## src/rtl/sbr_pkg.sv

```systemverilog
`timescale 1ns / 1ps
`default_nettype none
// ----------------------------------------------------------------------------
// sbr_pkg: shared types and constants of the serial-bus frame receiver
// Frame geometry, sync bytes, result kinds and the control structs that
// travel between the frame search and the result generator.
// ----------------------------------------------------------------------------
package sbr_pkg;

  localparam int BYTE_BITS    = 8;
  localparam int FRAME_BYTES  = 25;
  localparam int NUM_ANALOG   = 16;
  localparam int NUM_RESULTS  = 18;
  localparam int CH_BITS      = 11;
  localparam int IDX_BITS     = 5;
  localparam int STREAM_BITS  = NUM_ANALOG * CH_BITS;
  localparam int STREAM_BYTES = STREAM_BITS / BYTE_BITS;
  localparam int FLAG_BYTE    = 23;
  localparam int FLAG_HI_BIT  = 7;
  localparam int FLAG_LO_BIT  = 6;

  localparam logic [BYTE_BITS-1:0] SYNC_HEAD     = 8'h0F;
  localparam logic [BYTE_BITS-1:0] SYNC_TAIL     = 8'h00;
  localparam logic [BYTE_BITS-1:0] TIMEOUT_RESET = 8'd50;

  typedef enum logic {
    KIND_CHANNEL = 1'b0,
    KIND_TIMEOUT = 1'b1
  } kind_e;

  // Event raised by the search when it consumes a byte
  typedef struct packed {
    logic frame;
    logic timeout;
  } search_evt_t;

  // Payload of a found frame: packed channel bit stream and the two flags
  typedef struct packed {
    logic [STREAM_BITS-1:0] stream;
    logic [1:0]             flags;
  } frame_t;

endpackage

`default_nettype wire

```

## src/rtl/sbr_byte_if.sv

```systemverilog
`timescale 1ns / 1ps
`default_nettype none
// ----------------------------------------------------------------------------
// sbr_byte_if: received byte channel
// Valid/ready channel that carries one serial byte per item.
// ----------------------------------------------------------------------------
interface sbr_byte_if;
  logic       valid;
  logic       ready;
  logic [7:0] rx_byte;

  modport source (output valid, output rx_byte, input ready);
  modport sink (input valid, input rx_byte, output ready);
endinterface

`default_nettype wire

```

## src/rtl/sbr_result_if.sv

```systemverilog
`timescale 1ns / 1ps
`default_nettype none
// ----------------------------------------------------------------------------
// sbr_result_if: decoded result channel
// Valid/ready channel that carries one channel value or timeout per item.
// ----------------------------------------------------------------------------
interface sbr_result_if;
  logic          valid;
  logic          ready;
  sbr_pkg::kind_e kind;
  logic [4:0]    channel_index;
  logic [10:0]   channel_value;
  logic          last;

  modport source (output valid, output kind, output channel_index,
                  output channel_value, output last, input ready);
  modport sink (input valid, input kind, input channel_index,
                input channel_value, input last, output ready);
endinterface

`default_nettype wire

```

## src/rtl/sbr_frame_search.sv

```systemverilog
`timescale 1ns / 1ps
`default_nettype none
// ----------------------------------------------------------------------------
// sbr_frame_search: byte window and sync search
// Registers each incoming byte; on consume it flags a frame or a timeout and
// clears the 25-byte window and count, or else shifts it into the window and counts it.
// ----------------------------------------------------------------------------
module sbr_frame_search (
  input  logic                 clk_i,
  input  logic                 rst_ni,
  sbr_byte_if.sink             rx_i,
  input  logic                 cfg_we_i,
  input  logic [7:0]           cfg_wdata_i,
  input  logic                 gen_ready_i,
  output sbr_pkg::search_evt_t evt_o,
  output sbr_pkg::frame_t      frame_o
);
  import sbr_pkg::*;

  logic                 byte_valid_q;
  logic [BYTE_BITS-1:0] byte_q;
  logic [BYTE_BITS-1:0] win_q [FRAME_BYTES];
  logic [BYTE_BITS-1:0] count_q;
  logic [BYTE_BITS-1:0] limit_q;

  logic                 consume;
  logic [BYTE_BITS-1:0] count_inc;
  logic [BYTE_BITS-1:0] limit_eff;
  logic                 is_frame;
  logic                 is_timeout;

  // Hand the held byte to the window when the generator can take an event
  assign consume     = byte_valid_q && gen_ready_i;
  assign rx_i.ready  = !byte_valid_q || consume;

  // Saturating count and the effective limit (zero acts as one)
  assign count_inc  = (count_q == '1) ? count_q : count_q + BYTE_BITS'(1);
  assign limit_eff  = (limit_q == '0) ? BYTE_BITS'(1) : limit_q;

  // After the shift the oldest byte is win_q[1] and the newest is byte_q
  assign is_frame   = (win_q[1] == SYNC_HEAD) && (byte_q == SYNC_TAIL);
  assign is_timeout = !is_frame && (count_inc >= limit_eff);

  assign evt_o.frame   = consume && is_frame;
  assign evt_o.timeout = consume && is_timeout;

  // Gather frame payload from the window as it stands after the shift
  always_comb begin
    for (int i = 0; i < STREAM_BYTES; i++) begin
      frame_o.stream[i*BYTE_BITS +: BYTE_BITS] = win_q[i+2];
    end
    frame_o.flags = {win_q[FLAG_BYTE+1][FLAG_HI_BIT], win_q[FLAG_BYTE+1][FLAG_LO_BIT]};
  end

  // Input register: hold one byte until consumed
  always_ff @(posedge clk_i or negedge rst_ni) begin
    if (!rst_ni) begin
      byte_valid_q <= 1'b0;
    end else if (rx_i.valid && rx_i.ready) begin
      byte_valid_q <= 1'b1;
    end else if (consume) begin
      byte_valid_q <= 1'b0;
    end
  end

  always_ff @(posedge clk_i) begin
    if (rx_i.valid && rx_i.ready) begin
      byte_q <= rx_i.rx_byte;
    end
  end

  // Window and count: clear after an event, otherwise shift and count
  always_ff @(posedge clk_i or negedge rst_ni) begin
    if (!rst_ni) begin
      for (int i = 0; i < FRAME_BYTES; i++) begin
        win_q[i] <= '0;
      end
      count_q <= '0;
    end else if (consume) begin
      if (is_frame || is_timeout) begin
        for (int i = 0; i < FRAME_BYTES; i++) begin
          win_q[i] <= '0;
        end
        count_q <= '0;
      end else begin
        for (int i = 0; i < FRAME_BYTES - 1; i++) begin
          win_q[i] <= win_q[i+1];
        end
        win_q[FRAME_BYTES-1] <= byte_q;
        count_q              <= count_inc;
      end
    end
  end

  // Timeout limit register
  always_ff @(posedge clk_i or negedge rst_ni) begin
    if (!rst_ni) begin
      limit_q <= TIMEOUT_RESET;
    end else if (cfg_we_i) begin
      limit_q <= cfg_wdata_i;
    end
  end

endmodule

`default_nettype wire

```

## src/rtl/sbr_result_gen.sv

```systemverilog
`timescale 1ns / 1ps
`default_nettype none
// ----------------------------------------------------------------------------
// sbr_result_gen: result burst generator and output register
// Holds a found frame and sends its 18 channel items one per cycle while res_o
// is ready, or sends a single timeout item, through a registered output stage.
// ----------------------------------------------------------------------------
module sbr_result_gen (
  input  logic                 clk_i,
  input  logic                 rst_ni,
  input  sbr_pkg::search_evt_t evt_i,
  input  sbr_pkg::frame_t      frame_i,
  output logic                 gen_ready_o,
  sbr_result_if.source         res_o
);
  import sbr_pkg::*;

  localparam int ANA_W = $clog2(NUM_ANALOG);

  frame_t                frame_q;
  logic                  burst_q;
  logic [IDX_BITS-1:0]   idx_q;

  logic                  out_valid_q;
  kind_e                 out_kind_q;
  logic [IDX_BITS-1:0]   out_idx_q;
  logic [CH_BITS-1:0]    out_value_q;
  logic                  out_last_q;

  logic                  out_free;
  logic                  idx_is_last;
  logic [CH_BITS-1:0]    chan [NUM_ANALOG];
  logic [CH_BITS-1:0]    burst_value;

  assign out_free    = !out_valid_q || res_o.ready;
  assign gen_ready_o = !burst_q && out_free;
  assign idx_is_last = (idx_q == IDX_BITS'(NUM_RESULTS - 1));

  // Split the stored stream into analog channels
  always_comb begin
    for (int k = 0; k < NUM_ANALOG; k++) begin
      chan[k] = frame_q.stream[k*CH_BITS +: CH_BITS];
    end
  end

  // Select the value of the current burst item
  always_comb begin
    if (idx_q < IDX_BITS'(NUM_ANALOG)) begin
      burst_value = chan[idx_q[ANA_W-1:0]];
    end else if (idx_q == IDX_BITS'(NUM_ANALOG)) begin
      burst_value = CH_BITS'(frame_q.flags[1]);
    end else begin
      burst_value = CH_BITS'(frame_q.flags[0]);
    end
  end

  // Capture the frame payload when a frame is found
  always_ff @(posedge clk_i) begin
    if (evt_i.frame) begin
      frame_q <= frame_i;
    end
  end

  // Burst control and output valid
  always_ff @(posedge clk_i or negedge rst_ni) begin
    if (!rst_ni) begin
      burst_q     <= 1'b0;
      idx_q       <= '0;
      out_valid_q <= 1'b0;
    end else if (evt_i.frame) begin
      burst_q     <= 1'b1;
      idx_q       <= '0;
      out_valid_q <= 1'b0;
    end else if (evt_i.timeout) begin
      out_valid_q <= 1'b1;
    end else if (burst_q && out_free) begin
      out_valid_q <= 1'b1;
      idx_q       <= idx_q + IDX_BITS'(1);
      if (idx_is_last) begin
        burst_q <= 1'b0;
      end
    end else if (res_o.ready) begin
      out_valid_q <= 1'b0;
    end
  end

  // Output payload
  always_ff @(posedge clk_i) begin
    if (evt_i.timeout) begin
      out_kind_q  <= KIND_TIMEOUT;
      out_idx_q   <= '0;
      out_value_q <= '0;
      out_last_q  <= 1'b1;
    end else if (!evt_i.frame && burst_q && out_free) begin
      out_kind_q  <= KIND_CHANNEL;
      out_idx_q   <= idx_q;
      out_value_q <= burst_value;
      out_last_q  <= idx_is_last;
    end
  end

  assign res_o.valid         = out_valid_q;
  assign res_o.kind          = out_kind_q;
  assign res_o.channel_index = out_idx_q;
  assign res_o.channel_value = out_value_q;
  assign res_o.last          = out_last_q;

endmodule

`default_nettype wire

```

## src/rtl/sbus_frame_receiver.sv

```systemverilog
`timescale 1ns / 1ps
`default_nettype none
// ----------------------------------------------------------------------------
// sbus_frame_receiver: 25-byte serial-bus frame receiver
// Searches a byte stream for frames and unpacks them into channel items.
// ----------------------------------------------------------------------------
// Usage:
//   rx_i carries received bytes, res_o carries decoded items; both are
//   valid/ready channels, an item moves when valid and ready are high.
//   cfg_we_i/cfg_wdata_i write the timeout limit (bytes searched without a
//   frame before a timeout item); write it only while the block is idle.
//   A byte is taken into an input register, then shifted into the window
//   once the result generator can take an event. A timeout item passes the
//   input and output registers to res_o. For a frame, the generator holds
//   the payload and sends the 18 channel items through the output register,
//   one per cycle while res_o is ready; the last one has last set. Bytes
//   stream in at one per cycle while the generator is ready; during a frame
//   burst it is busy, so input stalls once the input register holds a byte.
//   Reset clears the window, the search count and all valid flags and sets
//   the timeout limit to 50.
//   When res_o stalls, the output register holds its item and the input
//   keeps one byte buffered before deasserting ready.
// ----------------------------------------------------------------------------
module sbus_frame_receiver (
  input  logic       clk_i,
  input  logic       rst_ni,
  sbr_byte_if.sink   rx_i,
  sbr_result_if.source res_o,
  input  logic       cfg_we_i,
  input  logic [7:0] cfg_wdata_i
);
  import sbr_pkg::*;

  search_evt_t evt;
  frame_t      frame;
  logic        gen_ready;

  sbr_frame_search u_search (
    .clk_i       (clk_i),
    .rst_ni      (rst_ni),
    .rx_i        (rx_i),
    .cfg_we_i    (cfg_we_i),
    .cfg_wdata_i (cfg_wdata_i),
    .gen_ready_i (gen_ready),
    .evt_o       (evt),
    .frame_o     (frame)
  );

  sbr_result_gen u_gen (
    .clk_i       (clk_i),
    .rst_ni      (rst_ni),
    .evt_i       (evt),
    .frame_i     (frame),
    .gen_ready_o (gen_ready),
    .res_o       (res_o)
  );

endmodule

`default_nettype wire

```

## src/flat_wrapper.sv

```systemverilog
// flat-port wrapper written by rule: the top's interface ports become plain ports
module sbus_frame_receiver_flat import sbr_pkg::*;
  (clk_i, rst_ni, cfg_we_i, cfg_wdata_i, rx_i_valid, rx_i_rx_byte, rx_i_ready, res_o_valid, res_o_kind, res_o_channel_index, res_o_channel_value, res_o_last, res_o_ready);
  sbr_byte_if rx_i_i ();
  sbr_result_if res_o_i ();
  input  logic clk_i;
  input  logic rst_ni;
  input  logic cfg_we_i;
  input  logic [7:0] cfg_wdata_i;
  input wire logic [$bits(rx_i_i.valid)-1:0] rx_i_valid;
  input wire logic [$bits(rx_i_i.rx_byte)-1:0] rx_i_rx_byte;
  output wire logic [$bits(rx_i_i.ready)-1:0] rx_i_ready;
  output wire logic [$bits(res_o_i.valid)-1:0] res_o_valid;
  output wire logic [$bits(res_o_i.kind)-1:0] res_o_kind;
  output wire logic [$bits(res_o_i.channel_index)-1:0] res_o_channel_index;
  output wire logic [$bits(res_o_i.channel_value)-1:0] res_o_channel_value;
  output wire logic [$bits(res_o_i.last)-1:0] res_o_last;
  input wire logic [$bits(res_o_i.ready)-1:0] res_o_ready;
  assign rx_i_i.valid = rx_i_valid;
  assign rx_i_i.rx_byte = rx_i_rx_byte;
  assign rx_i_ready = rx_i_i.ready;
  assign res_o_valid = res_o_i.valid;
  assign res_o_kind = res_o_i.kind;
  assign res_o_channel_index = res_o_i.channel_index;
  assign res_o_channel_value = res_o_i.channel_value;
  assign res_o_last = res_o_i.last;
  assign res_o_i.ready = res_o_ready;
  sbus_frame_receiver u_core (.clk_i(clk_i), .rst_ni(rst_ni), .rx_i(rx_i_i), .res_o(res_o_i), .cfg_we_i(cfg_we_i), .cfg_wdata_i(cfg_wdata_i));
endmodule
```

## config.mk

```make
export PLATFORM = sky130hd
export DESIGN_NAME = sbus_frame_receiver_flat
export DESIGN_NICKNAME = d
export VERILOG_FILES = /design/src/rtl/sbr_pkg.sv /design/src/rtl/sbr_byte_if.sv /design/src/rtl/sbr_result_if.sv /design/src/rtl/sbr_frame_search.sv /design/src/rtl/sbr_result_gen.sv /design/src/rtl/sbus_frame_receiver.sv /design/src/flat_wrapper.sv
export SDC_FILE = /design/constraint.sdc
export NUM_CORES = 1
export LEC_CHECK = 0
export ABC_AREA = 1
export BUFFER_PORTS_ARGS = -buffer_cell sky130_fd_sc_hd__buf_4
export CORE_MARGIN = 1
export CORE_UTILIZATION = 50
export CTS_CLUSTER_DIAMETER = 120
export CTS_CLUSTER_SIZE = 16
export DETAILED_ROUTE_END_ITERATION = 7
export GPL_ROUTABILITY_DRIVEN = 0
export PLACE_DENSITY = 0.68
export REMOVE_ABC_BUFFERS = 1
export SYNTH_ARGS = -nofsm -noshare
export SYNTH_HDL_FRONTEND = slang
export SYNTH_HIERARCHICAL = 1
export SYNTH_SLANG_ARGS = --single-unit
```

## constraint.sdc

```tcl
create_clock -name clk_i -period 20.5 [get_ports clk_i]
set_input_delay 1.025 -clock clk_i [delete_from_list [all_inputs] [get_ports clk_i]]
set_output_delay 1.025 -clock clk_i [all_outputs]
set_load 0.01 [all_outputs]
```

==> results of run 1 <==
## state kept, by name (all words and copies together), names as in the netlist, 2 cells and up
signal                            cells
u_core/u_search/frame_o             178
u_core/u_gen/chan                   176
u_core/u_search/win_q                14
u_core/u_gen/res_o.channel_value     11
u_core/u_search/byte_q                8
u_core/u_search/count_q               8
u_core/u_search/limit_q               8
u_core/u_gen/idx_q                    5
u_core/u_gen/res_o.channel_index      5
u_core/u_gen/frame_q                  2
## layout by cell type, fill, tap and decap left out, types with 11 or more instances in the layout
master	n
o21ai_0	18
dfrtp_1	212
inv_1	186
edfxtp_1	186
nand2_1	767
o21ai_1	11
dfxtp_1	18
clkbuf_16	31
nand4_1	199
ha_1	12
clkbuf_1	24
a21oi_1	25
nor2_1	28
buf_4	56
nand3_1	90
## layout make-up
cell class,instances,area (sq um)
clock buffers,55,866
well taps,511,639
flip-flops and latches,420,11400
fillers,3452,18600
multi-input cells,1171,5290
repair buffers,57,435
inverters,190,716
clock inverters,1,16.3
## kinds of logic (layout without fill, tap and decap cells)
family | after synthesis | after routing | synth area share [%]
flops | 420 | 420 | 58.6
fa+ha+maj | 12 | 12 | 0.774
compound gates | 62 | 62 | 1.72
buf+inv | 494 | 303 | 14.4
xor+xnor | 1 | 1 | 0.0452
simple gates | 1096 | 1096 | 24.5
## report_power, final
part	switching, mW	internal [mW]	leakage [nW]
sequential	0.150	1.09	4.77
clock	0.282	0.284	0.417
combinational	0.265	0.121	4.28
total	0.697	1.50	9.46
## synth_stat cells
| master | instances |
|---|---|
| o21ai_1 | 11 |
| nor3_1 | 3 |
| o21ai_0 | 18 |
| xor2_1 | 1 |
| a21boi_0 | 1 |
| dfstp_2 | 3 |
| nand2_1 | 769 |
| o211ai_1 | 1 |
| and2_1 | 1 |
| buf_4 | 182 |
| buf_1 | 1 |
| ha_1 | 12 |
| o21a_1 | 1 |
| nand4_1 | 199 |
| nor2_1 | 29 |
| dfxtp_1 | 18 |
| o41ai_1 | 1 |
| nand2_2 | 2 |
| inv_2 | 3 |
| o21bai_1 | 3 |
| dfrtp_1 | 213 |
| inv_4 | 1 |
| nand3_2 | 2 |
| clkbuf_1 | 22 |
| buf_2 | 79 |
| nor2_4 | 1 |
| buf_6 | 20 |
| nand3_1 | 90 |
| inv_1 | 186 |
| a21oi_2 | 1 |
| edfxtp_1 | 186 |
| a21oi_1 | 25 |
## layer usage
| layer | global-route usage [%] | vias up |
|---|---|---|
| li1 | - | 6156 |
| met1 | 33.2 | 6334 |
| met2 | 33.9 | 413 |
| met3 | 2.61 | 65 |
| met4 | 6.55 | 0 |
| met5 | 0 | - |
## stage by stage
| step | area [sq um] | worst slack [ns] | power [mW] |
|---|---|---|---|
| 2_1_floorplan | 17300 | 6.28 | 1.48 |
| 3_3_place_gp | 18400 | 16.60 | 1.62 |
| 3_5_place_dp | 18400 | 16.37 | 1.64 |
| 4_1_cts | 19300 | 16.34 | 2.21 |
| 5_1_grt | 19300 | 15.91 | 2.31 |
| 6_report | 19300 | 16.27 | 2.19 |
## how the worst max path moves through the flow
stage	start	cells past startpoint	end	slack, ns
after floorplan	res_o_ready	9	u_core/u_gen/res_o.channel_value[0]	6.28
after global placement	u_core/u_search/count_q[0]	20	u_core/u_gen/idx_q[4]	16.60
after detailed placement	u_core/u_search/count_q[0]	20	u_core/u_gen/idx_q[4]	16.37
after CTS	u_core/u_search/count_q[0]	20	u_core/u_gen/idx_q[4]	16.34
after global routing	u_core/u_search/count_q[0]	22	u_core/u_gen/idx_q[4]	15.91
final	u_core/u_search/count_q[0]	20	u_core/u_gen/idx_q[4]	16.27
==> impl_metrics.json, run 1 <==
{
  "cts.root.buffer_cell": "clkbuf_16",
  "placement.io_buffers": 40,
  "worst_pin_slew_ns": 1.21,
  "route.detailed.vias_per_inst": 5.39,
  "drive_above_1_share_pct": 5.65,
  "top_layer": "met4",
  "critPathLaunchType": "register",
  "critical_path.max_fanout": 33,
  "detailedRoute.firstIterationViolations": 1464,
  "worst_ep_required_time_ns": 20.95,
  "die-height_um": 199,
  "hold-worst-slack_ns": 0.400,
  "status": "finished, final reports clean",
  "slowest_stage": "a21boi_1",
  "drc": 0,
  "synth.yosys.warnings": 6,
  "gr-total-overflow": 0,
  "criticalPathCategory": "reg -> reg",
  "std_cell_rows": 71,
  "clock_skew_ns": 0.0253,
  "netlist_top_cells_area": "edfxtp_1, dfrtp_1, nand2_1",
  "cellLeakagePower_nw": 9.46,
  "path_cells": "ha_1 > nand2_1 > nor2_1 > nand2_2 > nand3_1 > and2_1 > ha_1 > nand2_1 > nor2_1 > nand2_4 > a21boi_1 > inv_2 > nand3_1 > nand2_1 > nand2_1 > nor2_1 > nand2_1 > nand2_1 > nand2_1 > nor2_1",
  "final_hold_viol_count": 0,
  "design.core.area_sq_um": 37900,
  "hold_buffers": 0,
  "timing.hold.worst.class": "in -> async",
  "netlist-cell-type-count": 32,
  "clk_pin_slew_worst_paths_ns": 0.07,
  "num_vias": 13000,
  "rr_endpoint": "u_core/u_gen/idx_q[4]",
  "regToRegStartpoint": "u_core/u_search/count_q[0]",
  "setup_repair_after_global_routing_missed_its_margin": "no",
  "period_utilization_pct": 20.6,
  "syn_to_final_growth_pct": -0.400,
  "num-nets-final": 1903,
  "delay_heaviest_family_cp": "simple AND/OR/NAND/NOR gates",
  "synth_area_per_cell_sq_um": 9.30,
  "finalWirelength_mm": 42.5,
  "path_buf_inv": 1,
  "die-width_um": 199,
  "dp_cells": 2349,
  "final_setup_violations": 0,
  "post_cts_resize_count": 0,
  "clk_latency_ns": 0.57,
  "via_count_of_the_first_global_routing_pass": 12400,
  "clock_tree_from_tritoncts": "built",
  "fmax_mhz": 236,
  "post_cts.repair.setup_buffers": 0,
  "met2_length_mm": 19.4,
  "timing.final.crit_period_ns": 4.23,
  "p_per_area_nw_per_um2": 114,
  "insertedDiodeCount": 0,
  "r2r.worst_path.cells": 20,
  "grt_start_max_net_pins": 103,
  "fp.dieArea_sq_um": 39600,
  "initial_core_util_pct": 51.1,
  "setup_tns_ns": 0,
  "dp.final_hpwl_mm": 24.4,
  "m1WireLength_mm": 19.2,
  "max_cap_viol_count": 0,
  "final_max_slew_viol_count": 0,
  "drt-wirelength-per-cell_um": 17.7,
  "synth.cell_area_sq_um": 19400,
  "netlist.top_cell.by_area": "edfxtp_1",
  "final_antenna_net_count": 0,
  "timing.reg2reg.setup_slack_ns": 16.27,
  "syn-instance-count": 2085,
  "numClockSinks": 420,
  "slew-limit-headroom_pct": 19.4,
  "antenna_found_initial": 0,
  "grt_pass1_wl_mm": 69.2,
  "worst_path_most_repeated_cell": "nand2_1",
  "cp_slowest_stage_delay_ns": 1.04,
  "drt_pre_antenna_iters": 6,
  "synth_top_cell_area_share_pct": 28.8,
  "cts_inserted_buffers": 30,
  "boundaryPins": 41,
  "peakVddDrop_uv": 75.8,
  "ys_seq_elements": 420,
  "setup.worst_path.end_class": "register",
  "final_core_utilization_pct": 50.9,
  "grt_usage_pct": 22.2,
  "instances_no_fill": 2405,
  "max-clock-path-buffers": 3,
  "ctsHtreeMaxLevel": 1,
  "met3WireLength_mm": 2.76,
  "sequential_share_of_the_synthesized_area_pct": 58.6,
  "arrival_ns": 4.68
}
No activity file was read; power rests on OpenSTA's default activity.
==> inputs of run 2 (changes only) <==
clock period = 4.1 ns   (was 20.5 ns; I/O delays follow)
==> run 2 against run 1 <==
Compared with the run above: critical path depth is 5 lower; clock skew is 0.0069 ns lower; highest routed layer unchanged; worst hold slack lost 0.25 ns; largest power group unchanged; sequential cell count did not move.
==> impl_metrics.json, run 2 (same netlist as run 1, synthesis figures left out) <==
{
  "post_cts.repair.setup_buffers": 0,
  "max-clock-path-buffers": 3,
  "numClockSinks": 420,
  "mostFrequentLayoutCells": "nand2_1, dfrtp_1, nand4_1",
  "drc": 0,
  "design.core.area_sq_um": 37900,
  "instances_no_fill": 2435,
  "clk_latency_ns": 0.57,
  "dp.final_hpwl_mm": 22.7,
  "holdPathStages": 6,
  "drive_above_1_share_pct": 5.35,
  "fmax_mhz": 300,
  "p_per_area_nw_per_um2": 560,
  "antenna_found_initial": 0,
  "dp_cells": 2345,
  "grt_start_max_net_pins": 200,
  "gr-total-overflow": 0,
  "final_hold_viol_count": 0,
  "rr_endpoint": "u_core/u_search/frame_o[84]",
  "regToRegStartpoint": "u_core/u_search/count_q[0]",
  "die-height_um": 199,
  "peakVddDrop_uv": 563,
  "setup.worst_path.end_class": "register",
  "drt-wirelength-per-cell_um": 17.5,
  "initial_core_util_pct": 51.1,
  "die-width_um": 199,
  "placement.io_buffers": 40,
  "cts.root.buffer_cell": "clkbuf_16",
  "layout_commonest_cell": "nand2_1",
  "route.detailed.vias_per_inst": 5.38,
  "std_cell_rows": 71,
  "drt_pre_antenna_iters": 5,
  "syn_to_final_growth_pct": 1.52,
  "hold-worst-slack_ns": 0.154,
  "max_cap_viol_count": 0,
  "num_vias": 13100,
  "largest_reg_flops": 178,
  "cellLeakagePower_nw": 9.60,
  "setup_repair_after_global_routing_missed_its_margin": "no",
  "arrival_ns": 3.84,
  "timing.final.crit_period_ns": 3.34,
  "final_antenna_net_count": 0,
  "slew-limit-headroom_pct": 19.6,
  "hold_end": "u_core/u_gen/res_o.valid",
  "r2r.worst_path.cells": 15,
  "clock_tree_from_tritoncts": "built",
  "timing.hold.worst.class": "in -> reg",
  "cts_inserted_buffers": 30,
  "worst_ep_required_time_ns": 4.60,
  "boundaryPins": 41,
  "detailedRoute.firstIterationViolations": 1162,
  "final_max_slew_viol_count": 0,
  "worst_pin_slew_ns": 1.21,
  "timing.reg2reg.setup_slack_ns": 0.76,
  "via_count_of_the_first_global_routing_pass": 12700,
  "period_utilization_pct": 81.4,
  "critPathLaunchType": "register",
  "clk_pin_slew_worst_paths_ns": 0.07,
  "grt_usage_pct": 21.9,
  "num-nets-final": 1933,
  "insertedDiodeCount": 0,
  "final_core_utilization_pct": 51.9,
  "criticalPathCategory": "reg -> reg",
  "finalWirelength_mm": 42.6,
  "final_setup_violations": 0,
  "ctsHtreeMaxLevel": 1,
  "critical_path.max_fanout": 199,
  "grt_pass1_wl_mm": 68.8,
  "fp.dieArea_sq_um": 39600,
  "clock_skew_ns": 0.0184,
  "status": "finished, final reports clean",
  "timing.hold.worst.start": "res_o_ready"
}
run 2: worst max-delay path, cell delays in order, from the launching register on:
cell and delay [ns]:
dfrtp_1 0.40, ha_1 0.18, nand2_1 0.09, nor2_1 0.20
nand2_2 0.15, nand2_1 0.08, nand2_1 0.08, ha_1 0.33
nand2_1 0.09, nand3_1 0.08, nand2_1 0.06, nand2_1 0.09
nand2_4 0.09, buf_12 0.54, nand4_1 0.28, nand2_1 0.12
run 2: cell type report:
| cell class | instances | area, sq um |
|---|---|---|
| fill | 3374 | 18200 |
| sequential | 420 | 11400 |
| multi-input combinational | 1171 | 5290 |
| clock buffer | 55 | 866 |
| timing repair buffer | 87 | 808 |
| inverter | 190 | 716 |
| tap | 511 | 639 |
| clock inverter | 1 | 16.3 |
run 2: how the worst max path moves through the flow:
stage                     slack [ns]                             endpoint                       start
final                           0.76          u_core/u_search/frame_o[84]  u_core/u_search/count_q[0]
after global routing            0.62                u_core/u_gen/idx_q[4]  u_core/u_search/count_q[0]
after CTS                       0.96                u_core/u_gen/idx_q[4]  u_core/u_search/count_q[0]
after detailed placement        0.98                u_core/u_gen/idx_q[4]  u_core/u_search/count_q[0]
after global placement          1.11                u_core/u_gen/idx_q[4]  u_core/u_search/count_q[0]
after floorplan                -9.50  u_core/u_gen/res_o.channel_value[0]    u_core/u_gen/res_o.valid
run 2: report_power, final:
group          total, mW  internal [mW]  switching [mW]
registers           6.18           5.46           0.727
clock network       2.83           1.42            1.41
logic               2.00          0.647            1.35
run 2: what timing repair did:
item | in CTS | in global routing
hold buffers | 34 | 0
endpoints found under the setup margin | 0 | 0
gates resized for setup | 0 | 0
hold endpoints to repair | 88 | 0
run 2: metrics by stage:
step / setup TNS, ns / setup slack, ns / total power, mW / instance area, sq um
after global routing: 0 / 0.625 / 11.6 / 19700
final: 0 / 0.763 / 11.0 / 19700
after detailed placement: 0 / 0.984 / 8.21 / 18500
after floorplan: -2664.90 / -9.50 / 7.39 / 17300
after CTS: 0 / 0.957 / 11.1 / 19700
after global placement: 0 / 1.11 / 8.12 / 18500
run 2: routing by layer:
layer / global-route usage [%] / up-vias / share of wire [%]
met5: 0 / - / 0
met4: 6.47 / 0 / 2.8
met3: 2.63 / 79 / 5.8
met2: 35.0 / 438 / 47
met1: 31.5 / 6354 / 44
li1: - / 6222 / -
==> inputs of run 3 (changes only) <==
ABC_AREA = 0   (was 1)
clock period = 3.35 ns   (was 4.1 ns; I/O delays follow)
==> run 3 against run 2 <==
Compared with the run above: critical path depth shrank 2; routed wire length shrank 24%; via count shrank 34%; total power grew 21%; critical endpoint is now u_core/u_gen/idx_q[4]; combinational power grew 2%; sequential power grew 28%; cell area shrank 8.8%; clock power grew 20%; sequential cell count is the same; setup slack lost 0.57 ns; worst hold slack lost 0.038 ns.
==> impl_metrics.json, run 3 <==
{
  "final_antenna_net_count": 0,
  "grt_pass1_wl_mm": 51.4,
  "setup_repair_after_global_routing_missed_its_margin": "no",
  "clk_pin_slew_worst_paths_ns": 0.07,
  "num-nets-final": 1037,
  "ctsHtreeMaxLevel": 1,
  "timing.final.crit_period_ns": 3.16,
  "post-route-cell-area_sq_um": 17900,
  "drt-wirelength-per-cell_um": 21.8,
  "initial_core_util_pct": 51.2,
  "cts_inserted_buffers": 30,
  "insertedDiodeCount": 0,
  "cellLeakagePower_nw": 7.16,
  "synth_commonest_cells": "dfrtp_1, a22o_1, edfxtp_1, buf_4, nand2_1",
  "pre_cts_worst_setup_slack_ns": -0.0456,
  "detailed_place.area_sq_um": 16700,
  "status": "finished, final reports clean",
  "via_count_of_the_first_global_routing_pass": 8741,
  "ys_async_sr_fraction_pct": 51.4,
  "period_utilization_pct": 94.3,
  "syn-instance-count": 1116,
  "critPathLaunchType": "register",
  "die-height_um": 188,
  "die-width_um": 188,
  "final_max_slew_viol_count": 0,
  "criticalPathCategory": "reg -> reg",
  "gr-total-overflow": 0,
  "clock_tree_from_tritoncts": "built",
  "synth_area_per_cell_sq_um": 15.5,
  "ys_seq_elements": 420,
  "synth.cell_area_sq_um": 17300,
  "synthFlopType": "dfrtp_1",
  "num_vias": 8591,
  "worst_ep_required_time_ns": 3.82,
  "p_sw_mw": 3.69,
  "drive_above_1_share_pct": 16.1,
  "mostFrequentLayoutCells": "dfrtp_1, a22o_1, edfxtp_1",
  "route.detailed.vias_per_inst": 5.82,
  "timing.hold.worst.class": "in -> reg",
  "finalWirelength_mm": 32.2,
  "power_report.internal_total_mw": 9.68,
  "drc": 0,
  "dp.final_hpwl_mm": 20.3,
  "peakVddDrop_uv": 352,
  "arrival_ns": 3.63,
  "drt_pre_antenna_iters": 5,
  "netlist.top_cell.by_area": "edfxtp_1",
  "design.core.area_sq_um": 33800,
  "pwr-share-clk_pct": 25.4,
  "clock_skew_ns": 0.0164,
  "synth-edff-count": 186,
  "layout_commonest_cell": "dfrtp_1",
  "p_per_area_nw_per_um2": 745,
  "power.share.switching_pct": 27.6,
  "syn_to_final_growth_pct": 3.68,
  "synth.yosys.warnings": 6,
  "sequential_share_of_the_synthesized_area_pct": 65.6,
  "netlist_top_cells_area": "edfxtp_1, dfrtp_1, a22o_1",
  "grt_usage_pct": 18.7,
  "synth.most_common_cell": "dfrtp_1",
  "synth_top_cell_area_share_pct": 32.3,
  "grt_start_max_net_pins": 153,
  "numClockSinks": 420,
  "seq_power_share_pct": 59.3,
  "max_cap_viol_count": 0,
  "cts.root.buffer_cell": "clkbuf_16",
  "slew-limit-headroom_pct": 35.3,
  "power.combinational.fraction_pct": 15.3,
  "final_setup_violations": 0,
  "critical_path.max_fanout": 5,
  "detailedRoute.firstIterationViolations": 756,
  "max-clock-path-buffers": 3,
  "final_hold_viol_count": 0,
  "fmax_mhz": 317,
  "fp.dieArea_sq_um": 35400,
  "largest_reg_flops": 178,
  "clk_latency_ns": 0.55,
  "placement.io_buffers": 40,
  "antenna_found_initial": 0,
  "p_total_mw": 13.4,
  "boundaryPins": 41,
  "setup.worst_path.end_class": "register",
  "netlist-cell-type-count": 55,
  "worst_pin_slew_ns": 0.968,
  "std_cell_rows": 67,
  "layout_setup_ws_ns": 0.192,
  "hold-worst-slack_ns": 0.116
}
## run 3: cell count changes after synthesis, sizes merged, moves of 19 or more
cell / before / now
nand2: 771 / 39
a22o: 0 / 196
nand4: 199 / 6
inv: 190 / 12
nand3: 92 / 7
buf: 282 / 219
mux4: 0 / 43
a22oi: 0 / 21
nor2: 30 / 10
o21ai: 29 / 10
## run 3: repair_timing
item	CTS	global route
hold buffers	33	0
pin swaps	0	2
resized for setup	3	9
endpoints found under the setup margin	2	7
buffers inserted	1	3
hold endpoints to repair	107	0
## run 3: kinds of logic (layout without fill, tap and decap cells)
group | Yosys count | in the layout | synth area share (%)
flops | 420 | 420 | 65.6
xor+xnor | 6 | 6 | 0.304
simple gates | 92 | 92 | 2.75
fa+ha+maj | 12 | 12 | 0.867
compound gates | 274 | 274 | 13.2
buf+inv | 260 | 172 | 10.9
mux | 52 | 52 | 6.38
## run 3: through the flow
stage,instances,TNS (ns),util [%]
finish,1476,0,53.1
global route,1476,0,53.1
CTS,1473,0,53.0
detailed placement,1383,-0.0456,49.3
global placement,1383,0,49.3
floorplan,868,-2622.37,-
## run 3: critical path: stages (launching register included)
cell      delay (ns)
dfrtp_2         0.42
nand3_1         0.11
nor2_2          0.11
and3_1          0.17
mux2_2          0.36
ha_1            0.33
and3_1          0.21
a221oi_2        0.31
o21ai_1         0.14
and2_4          0.18
inv_2           0.07
nand4_1         0.14
or3_1           0.38
a21oi_1         0.14
## run 3: metal layers
layer  track usage (%)  part of all wire (%)
met5                 0                     0
met4              4.47                   2.0
met3              2.17                   4.9
met2              29.1                    48
met1              28.3                    45
## run 3: area by class of cell
class | instances | area (sq um)
Clock buffer | 55 | 866
Clock inverter | 1 | 16.3
Fill cell | 2633 | 15800
Inverter | 12 | 45.0
Multi-Input combinational cell | 436 | 4120
Sequential cell | 420 | 11400
Tap cell | 448 | 561
Timing Repair Buffer | 104 | 983
## run 3: power by group through the flow
| stage | Combinational [mW] | Clock, mW | Sequential, mW |
|---|---|---|---|
| after floorplan | 1.45 | 0 | 7.51 |
| after global placement | 1.88 | 0 | 8.00 |
| after detailed placement | 1.93 | 0 | 8.03 |
| after CTS | 2.00 | 3.47 | 7.94 |
| after global routing | 2.25 | 3.68 | 8.10 |
| final | 2.04 | 3.39 | 7.94 |
## run 3: worst paths after layout
check	start	to	slack, ns	cells after the start
min reg2reg	u_core/u_gen/res_o.kind	u_core/u_gen/res_o.kind	0.45	2
max reg2reg	u_core/u_search/count_q[1]	u_core/u_gen/idx_q[4]	0.19	13
max	u_core/u_search/count_q[1]	u_core/u_gen/idx_q[4]	0.19	13
max in group asynchronous	rst_ni	u_core/u_search/frame_o[44]	2.19	3
min	res_o_ready	u_core/u_gen/res_o.valid	0.12	5
min in group asynchronous	rst_ni	u_core/u_search/frame_o[75]	0.24	2
